### src/design/udrb_pkg.sv
`timescale 1ns / 1ps
// ----------------------------------------------------------------------------
// udrb_pkg
// Shared types and codes for the UART dual ring buffer.
// ----------------------------------------------------------------------------
package udrb_pkg;

  // Item command codes
  typedef enum logic [1:0] {
    CMD_SERVICE = 2'd0,
    CMD_WRITE   = 2'd1,
    CMD_READ    = 2'd2,
    CMD_NOP     = 2'd3
  } cmd_e;

  typedef struct packed {
    logic [1:0] command;
    logic       rx_complete;
    logic       tx_empty;
    logic [7:0] data_byte;
    logic       batch_last;
  } in_item_t;

  typedef struct packed {
    logic       tx_valid;
    logic [7:0] tx_byte;
    logic       read_valid;
    logic [7:0] read_byte;
    logic [7:0] rx_available;
    logic       rx_overflow;
    logic       tx_irq_armed;
    logic       write_accepted;
  } out_item_t;

  typedef enum logic {
    ST_IDLE = 1'b0,
    ST_RESP = 1'b1
  } state_e;

  // Controller to datapath
  typedef struct packed {
    logic exec;
  } ctrl_cmd_t;

  localparam logic [7:0] AvailMax = 8'hFF;

endpackage

### src/design/udrb_ctrl.sv
`timescale 1ns / 1ps
// ----------------------------------------------------------------------------
// udrb_ctrl
// Handshake controller: accepts items and holds the result until taken.
// ----------------------------------------------------------------------------
module udrb_ctrl (
  input  logic                  clk_i,
  input  logic                  rst_ni,
  input  logic                  in_valid_i,
  output logic                  in_ready_o,
  output logic                  out_valid_o,
  input  logic                  out_ready_i,
  output udrb_pkg::ctrl_cmd_t   cmd_o
);
  import udrb_pkg::*;

  state_e state_q, state_d;
  logic   exec;

  assign exec = in_valid_i && in_ready_o;

  // Next state
  always_comb begin
    state_d = state_q;
    case (state_q)
      ST_IDLE: begin
        if (exec) state_d = ST_RESP;
      end
      ST_RESP: begin
        if (out_ready_i) state_d = exec ? ST_RESP : ST_IDLE;
      end
      default: state_d = ST_IDLE;
    endcase
  end

  // Outputs
  always_comb begin
    in_ready_o  = 1'b0;
    out_valid_o = 1'b0;
    case (state_q)
      ST_IDLE: in_ready_o = 1'b1;
      ST_RESP: begin
        out_valid_o = 1'b1;
        in_ready_o  = out_ready_i;  // next item enters as the result leaves
      end
      default: begin
        in_ready_o  = 1'b0;
        out_valid_o = 1'b0;
      end
    endcase
  end

  assign cmd_o.exec = exec;

  always_ff @(posedge clk_i or negedge rst_ni) begin
    if (!rst_ni) begin
      state_q <= ST_IDLE;
    end else begin
      state_q <= state_d;
    end
  end

endmodule

### src/design/udrb_datapath.sv
`timescale 1ns / 1ps
// ----------------------------------------------------------------------------
// udrb_datapath
// Receive and transmit rings: storage, pointers, flags and result fields.
// ----------------------------------------------------------------------------
module udrb_datapath #(
  parameter int BUFFER_DEPTH = 256
) (
  input  logic                  clk_i,
  input  logic                  rst_ni,
  input  udrb_pkg::ctrl_cmd_t   cmd_i,
  input  udrb_pkg::in_item_t    in_data_i,
  output udrb_pkg::out_item_t   out_data_o
);
  import udrb_pkg::*;

  localparam int PW = $clog2(BUFFER_DEPTH);
  localparam int CW = PW + 1;

  function automatic logic [PW-1:0] ptr_next(input logic [PW-1:0] p);
    ptr_next = (p == PW'(BUFFER_DEPTH - 1)) ? '0 : p + PW'(1);
  endfunction

  logic [7:0]    rx_mem_q [BUFFER_DEPTH];
  logic [7:0]    tx_mem_q [BUFFER_DEPTH];
  logic [7:0]    rx_rd_q, tx_rd_q;

  logic [PW-1:0] rx_head_q, rx_head_d, rx_tail_q, rx_tail_d;
  logic [PW-1:0] tx_head_q, tx_head_d, tx_tail_q, tx_tail_d;
  logic          rx_dropped_q, rx_dropped_d;
  logic          tx_irq_q, tx_irq_d;
  logic          tx_valid_q, read_valid_q, accepted_q;

  logic          is_service, is_write, is_read;
  logic          rx_full, rx_empty, tx_full, tx_empty;
  logic          rx_push, rx_pop, tx_push, tx_pop;

  logic [CW-1:0]   count;
  logic [CW+7:0]   count_wide;

  assign is_service = cmd_i.exec && (in_data_i.command == CMD_SERVICE);
  assign is_write   = cmd_i.exec && (in_data_i.command == CMD_WRITE);
  assign is_read    = cmd_i.exec && (in_data_i.command == CMD_READ);

  assign rx_full  = (ptr_next(rx_head_q) == rx_tail_q);
  assign rx_empty = (rx_head_q == rx_tail_q);
  assign tx_full  = (ptr_next(tx_head_q) == tx_tail_q);
  assign tx_empty = (tx_head_q == tx_tail_q);

  assign rx_push = is_service && in_data_i.rx_complete && !rx_full;
  assign tx_pop  = is_service && in_data_i.tx_empty && !tx_empty;
  assign tx_push = is_write && !tx_full;
  assign rx_pop  = is_read && !rx_empty;

  always_comb begin
    rx_head_d    = rx_push ? ptr_next(rx_head_q) : rx_head_q;
    rx_tail_d    = rx_pop  ? ptr_next(rx_tail_q) : rx_tail_q;
    tx_head_d    = tx_push ? ptr_next(tx_head_q) : tx_head_q;
    tx_tail_d    = tx_pop  ? ptr_next(tx_tail_q) : tx_tail_q;
    rx_dropped_d = rx_dropped_q
                   || (is_service && in_data_i.rx_complete && rx_full);
    tx_irq_d     = tx_irq_q;
    if (is_service && in_data_i.tx_empty && tx_empty) tx_irq_d = 1'b0;
    if (is_write && in_data_i.batch_last)             tx_irq_d = 1'b1;
  end

  always_ff @(posedge clk_i or negedge rst_ni) begin
    if (!rst_ni) begin
      rx_head_q    <= '0;
      rx_tail_q    <= '0;
      tx_head_q    <= '0;
      tx_tail_q    <= '0;
      rx_dropped_q <= 1'b0;
      tx_irq_q     <= 1'b0;
      tx_valid_q   <= 1'b0;
      read_valid_q <= 1'b0;
      accepted_q   <= 1'b0;
    end else if (cmd_i.exec) begin
      rx_head_q    <= rx_head_d;
      rx_tail_q    <= rx_tail_d;
      tx_head_q    <= tx_head_d;
      tx_tail_q    <= tx_tail_d;
      rx_dropped_q <= rx_dropped_d;
      tx_irq_q     <= tx_irq_d;
      tx_valid_q   <= tx_pop;
      read_valid_q <= rx_pop;
      accepted_q   <= tx_push;
    end
  end

  // Ring storage: one write and one registered read per ring
  always_ff @(posedge clk_i) begin
    if (rx_push) rx_mem_q[rx_head_q] <= in_data_i.data_byte;
    if (cmd_i.exec) rx_rd_q <= rx_mem_q[rx_tail_q];
  end

  always_ff @(posedge clk_i) begin
    if (tx_push) tx_mem_q[tx_head_q] <= in_data_i.data_byte;
    if (cmd_i.exec) tx_rd_q <= tx_mem_q[tx_tail_q];
  end

  // Fill level of the receive ring, saturated to 8 bits
  always_comb begin
    if (rx_head_q >= rx_tail_q) begin
      count = {1'b0, rx_head_q} - {1'b0, rx_tail_q};
    end else begin
      count = {1'b0, rx_head_q} + CW'(BUFFER_DEPTH) - {1'b0, rx_tail_q};
    end
    count_wide = {8'b0, count};
  end

  always_comb begin
    out_data_o.tx_valid       = tx_valid_q;
    out_data_o.tx_byte        = tx_valid_q ? tx_rd_q : 8'h00;
    out_data_o.read_valid     = read_valid_q;
    out_data_o.read_byte      = read_valid_q ? rx_rd_q : 8'h00;
    out_data_o.rx_available   = (count_wide > (CW + 8)'(AvailMax)) ? AvailMax
                                                                   : count_wide[7:0];
    out_data_o.rx_overflow    = rx_dropped_q;
    out_data_o.tx_irq_armed   = tx_irq_q;
    out_data_o.write_accepted = accepted_q;
  end

endmodule

### src/design/uart_dual_ring_buffer.sv
`timescale 1ns / 1ps
// ----------------------------------------------------------------------------
// uart_dual_ring_buffer
// Receive and transmit byte rings between a serial port and a host.
// ----------------------------------------------------------------------------
// Usage:
//   Input channel (in_valid_i / in_ready_o / in_data_i) carries one command
//   per transfer: port service (store a received byte, pop a byte for the
//   transmitter), host write (queue a transmit byte) or host read (take a
//   received byte). Every command yields exactly one result transfer on
//   out_valid_o / out_ready_i / out_data_o with the status after the step.
//   Each ring holds BUFFER_DEPTH-1 bytes; one slot always stays empty.
// Timing:
//   The result is valid the cycle after the input
//   transfer. Throughput is 1 item per cycle while out_ready_i is high, as
//   the next item is taken in the same cycle the result leaves. Each ring
//   is one memory with one write and one registered read per cycle, which
//   sets that figure.
// Reset:
//   rst_ni clears pointers, the overflow flag and the interrupt enable; ring
//   contents are not cleared (only written slots ever reach the outputs).
// Stall:
//   While a result waits and out_ready_i is low, the result holds and
//   in_ready_o stays low.
// ----------------------------------------------------------------------------
module uart_dual_ring_buffer #(
  parameter int BUFFER_DEPTH = 256
) (
  input  logic                 clk_i,
  input  logic                 rst_ni,
  input  logic                 in_valid_i,
  output logic                 in_ready_o,
  input  udrb_pkg::in_item_t   in_data_i,
  output logic                 out_valid_o,
  input  logic                 out_ready_i,
  output udrb_pkg::out_item_t  out_data_o
);
  import udrb_pkg::*;

  ctrl_cmd_t cmd;

  // Handshake sequencing
  udrb_ctrl u_ctrl (
    .clk_i       (clk_i),
    .rst_ni      (rst_ni),
    .in_valid_i  (in_valid_i),
    .in_ready_o  (in_ready_o),
    .out_valid_o (out_valid_o),
    .out_ready_i (out_ready_i),
    .cmd_o       (cmd)
  );

  // Rings, pointers and status flags
  udrb_datapath #(
    .BUFFER_DEPTH (BUFFER_DEPTH)
  ) u_datapath (
    .clk_i      (clk_i),
    .rst_ni     (rst_ni),
    .cmd_i      (cmd),
    .in_data_i  (in_data_i),
    .out_data_o (out_data_o)
  );

  // Every input transfer produces a result in the next cycle
  a_result_follows: assert property (@(posedge clk_i) disable iff (!rst_ni)
    in_valid_i && in_ready_o |=> out_valid_o)
    else $error("no result after input transfer");

  // A pending result blocks new input
  a_stall_blocks: assert property (@(posedge clk_i) disable iff (!rst_ni)
    out_valid_o && !out_ready_i |-> !in_ready_o)
    else $error("input taken while result stalled");

  // Overflow flag is sticky
  a_overflow_sticky: assert property (@(posedge clk_i) disable iff (!rst_ni)
    out_data_o.rx_overflow |=> out_data_o.rx_overflow)
    else $error("overflow flag cleared");

  // At most one byte-moving outcome per result
  a_one_outcome: assert property (@(posedge clk_i) disable iff (!rst_ni)
    out_valid_o |-> $countones({out_data_o.tx_valid, out_data_o.read_valid,
                                out_data_o.write_accepted}) <= 1)
    else $error("conflicting result flags");

endmodule
### config.mk
export PLATFORM = sky130hd
export DESIGN_NAME = uart_dual_ring_buffer
export DESIGN_NICKNAME = d
export VERILOG_FILES = /design/src/design/udrb_pkg.sv /design/src/design/udrb_ctrl.sv /design/src/design/udrb_datapath.sv /design/src/design/uart_dual_ring_buffer.sv
export SDC_FILE = /design/constraint.sdc
export NUM_CORES = 2
export LEC_CHECK = 0
export BUFFER_PORTS_ARGS = -buffer_cell sky130_fd_sc_hd__buf_4
export CAP_MARGIN = 20
export CORE_ASPECT_RATIO = 0.6
export CORE_MARGIN = 4
export CORE_UTILIZATION = 45
export CTS_CLUSTER_SIZE = 12
export DETAILED_ROUTE_END_ITERATION = 16
export GPL_TIMING_DRIVEN = 0
export SLEW_MARGIN = 30
export SYNTH_ARGS = -nofsm -noshare
export SYNTH_HDL_FRONTEND = slang
export SYNTH_SLANG_ARGS = --single-unit
### constraint.sdc
create_clock -name clk_i -period 7.3 [get_ports clk_i]
set_input_delay 1.46 -clock clk_i [delete_from_list [all_inputs] [get_ports clk_i]]
set_output_delay 1.46 -clock clk_i [all_outputs]
set_load 0.03 [all_outputs]
==> impl_metrics.ini <==
[status]
status = completed

[placed_design]
place_worst_setup_slack_ns = 0.413
dp_hpwl_um = 497000
placed_area_sq_um = 174000
place.gp.congestion = 1.04
port-buffer-count = 47

[sta]
period_needed_ns = 7.20
drv_slew = 0
slew_headroom = 0.183
rsz0062_at_grt = false
hold_viol = 0
skew_ns = 0.0634
post-route-period-util = 0.986
finalSetupTns_ns = 0
fmax_mhz = 139
worst_pin_slew_ns = 1.22
setup_viol = 0
setup_slack_ns = 0.0998
hold_ws_ns = 0.478

[grt]
grt_pass1_wl_um = 893000
grt_max_degree = 121
track_usage = 0.375
grt_pass1_vias = 85900
antenna_found_initial = 124
overflow = 0

[worst_setup_path]
cp_max_fo = 10
r2r-start = u_datapath.tx_tail_q[1]$_DFFE_PN0P_
end_kind = output pin
cp-start-kind = register
r2r_end = u_datapath.tx_rd_q[1]$_DFFE_PP_
crit_arrival_ns = 5.74
r2r_slack_ns = 0.52
r2r_cells = 11
cp_data_required_time_ns = 5.84
path_class = register to output pin

[cts]
ctsLongestPathBuffers = 4
cts_setup_buffers = 0
cts_made_buffers = 405
cts.sinks = 4150
cts_tree = yes
htreeDepth = 5
root_buffer = clkbuf_16
cts.clk_slew.worst_paths_ns = 0.06
clock_latency_ns = 0.97

[synth]
synth_nets = 7675
synthMuxAreaShare = 0.161
synth_top_family_by_area = multiplexers
avgSynthCellArea_sq_um = 21.3
yosys_warnings = 0
synth-edff-count = 4112
ys_seq_elements = 4150
ys_seq_area_frac = 0.764
synthAdderAreaFrac = 0.00151
synth_simple_gate_area_frac = 0.0264
syn_area_sq_um = 163000
post_synth_xor_area_fraction = 0.00199
ys.flop_type = edfxtp_1
yosysUniqueCellTypes = 87
synth-compound-area-share = 0.0277
syn_inst = 7639
synth-async-reset-ratio = 0.00916

[power_and_ir_drop]
p_per_area_nw_per_um2 = 403
p_leak_nw = 57.4
ir_worst_vdd_mv = 0.271

[floorplan]
core.rowCount = 170
die_area_sq_um = 372000
fp.dieH_um = 474
dieWidth_um = 785
core_area_sq_um = 359000
ios = 48
initial_core_util = 0.454

[routing]
drt_wl_total_um = 705000
ant_nets = 0
vias_per_cell = 7.25
drt_iter0_drc = 20700
vias = 96400
drc = 0
routedWlPerCell_um = 53.0
first_pass_iters = 6

[finish]
nets = 8290
final_util = 0.517
regArea_sq_um = 124000
n_fill_cell = 28100
multi_input_area_sq_um = 36300
fin_area_sq_um = 186000
layout-drive-gt1-share = 0.281
area_delta_synth_final_pct = 13.9

[min_path]
hp-start = u_datapath.accepted_q$_DFFE_PN0P_
hp-class = register to register
min_path_cells = 2
min_to = u_datapath.accepted_q$_DFFE_PN0P_

[run]
cap_violations = 0
-- final cells by class --
| class | instances | share of cell area |
|---|---|---|
| diodes | 48 | 0.000647 |
| plain buffers | 466 | 0.0164 |
| clock buffers | 517 | 0.0582 |
| clock inverters | 62 | 0.00287 |
| inverters | 27 | 0.000553 |
| multi-input cells | 2995 | 0.196 |
| flip-flops and latches | 4150 | 0.671 |
| well taps | 4816 | 0.0325 |
| repair buffers | 209 | 0.0223 |
-- synth_stat cells, types with 25 or more instances --
library cell / n / share of area
clkbuf_1: 172 / 0.0040
buf_2: 126 / 0.0039
dfrtp_1: 38 / 0.0058
o22ai_1: 38 / 0.0015
o21ai_0: 93 / 0.0029
edfxtp_1: 4112 / 0.76
and2_1: 25 / 0.00096
mux4_2: 1023 / 0.14
buf_4: 68 / 0.0031
nand3_1: 46 / 0.0014
buf_1: 29 / 0.00067
a221oi_1: 89 / 0.0048
mux2i_1: 275 / 0.017
nor2_1: 622 / 0.014
nor3_1: 36 / 0.0011
buf_6: 62 / 0.0043
o211ai_1: 29 / 0.0013
a22oi_1: 67 / 0.0031
a21oi_1: 132 / 0.0041
nand2_1: 158 / 0.0036
-- routing by layer --
metal  share of wire  track usage  up-vias
li1                -            -    33200
met1            0.39        0.544    51800
met2            0.35        0.424    10100
met3            0.22        0.281     1265
met4           0.031       0.0996       70
met5          0.0039       0.0424        -
-- registers in the layout, summed over array words and instances (netlist names), 8 cells and up --
| register | count |
|---|---|
| u_datapath.tx_head_q | 8 |
| u_datapath.tx_mem_q | 2048 |
| u_datapath.rx_rd_q | 8 |
| u_datapath.tx_tail_q | 8 |
| u_datapath.tx_rd_q | 8 |
| u_datapath.rx_tail_q | 8 |
| u_datapath.rx_mem_q | 2048 |
| u_datapath.rx_head_q | 8 |
-- worst max-delay path by stage --
| stage | start | end | slack [ns] | cells after the start |
|---|---|---|---|---|
| after global routing | u_datapath.rx_tail_q[1]$_DFFE_PN0P_ | out_data_o[8] | 0.11 | 13 |
| final | u_datapath.rx_tail_q[2]$_DFFE_PN0P_ | out_data_o[8] | 0.1 | 13 |
| after floorplan | u_datapath.rx_tail_q[2]$_DFFE_PN0P_ | out_data_o[6] | 2.29 | 12 |
| after CTS | u_datapath.rx_tail_q[3]$_DFFE_PN0P_ | out_data_o[8] | 0.05 | 13 |
| after detailed placement | out_ready_i | u_datapath.rx_mem_q[189][5]$_DFFE_PP_ | 0.41 | 10 |
| after global placement | u_datapath.rx_tail_q[3]$_DFFE_PN0P_ | u_datapath.rx_tail_q[0]$_DFFE_PN0P_ | -1.48 | 13 |
-- repair_timing --
| action | CTS | global route |
|---|---|---|
| resized for setup | 4 | 0 |
| cloned | 0 | 0 |
| hold buffers | 0 | 0 |
| endpoints found under the setup margin | 8 | 2 |
-- kinds of logic (layout without fill, tap and decap cells) --
logic type	Yosys count	in the layout
mux	1324	1324
fa+ha+maj	19	19
buf+inv	494	1281
compound gates	636	636
xor+xnor	37	37
simple gates	979	979
flops	4150	4150
other cells	0	48
-- cell usage in the layout (no fill, tap or decap), drive strengths merged, types with 26 or more instances in the layout --
master and instances:
buf 504, clkinv 48, and2 26, nand3 47, o21ai 99, o211ai 30, dfrtp 38, mux2i 275
a21oi 132, nor2 622, diode 48, o22ai 38, inv 31, clkbuf 688, a221oi 89, nor3 36
edfxtp 4112, nand2 159, mux4 1033, a22oi 67
-- worst max-delay path: stages, from the launching register on --
cell,delay (ns)
dfrtp_1,0.68
buf_4,0.41
clkinv_1,0.41
buf_2,0.37
buf_12,0.22
clkbuf_2,0.43
ha_1,0.50
o21ai_0,0.12
a21boi_0,0.17
o21a_1,0.23
o21a_1,0.20
o41ai_2,0.53
o211ai_1,0.22
buf_4,0.23
-- report_power, final --
| part | switching, mW | leakage, nW | internal, mW |
|---|---|---|---|
| sequential | 0.152 | 37.4 | 26.3 |
| combinational | 20.3 | 14.4 | 8.38 |
| clock | 9.03 | 5.50 | 10.5 |
| total | 29.5 | 57.4 | 45.2 |
-- through the flow --
step | power [mW] | cells
floorplan | 38.0 | 7639
global placement | 52.2 | 12500
detailed placement | 53.3 | 12700
CTS | 72.3 | 13200
global route | 74.6 | 13200
finish | 74.7 | 13300
Power figures use the tool's default switching activity.
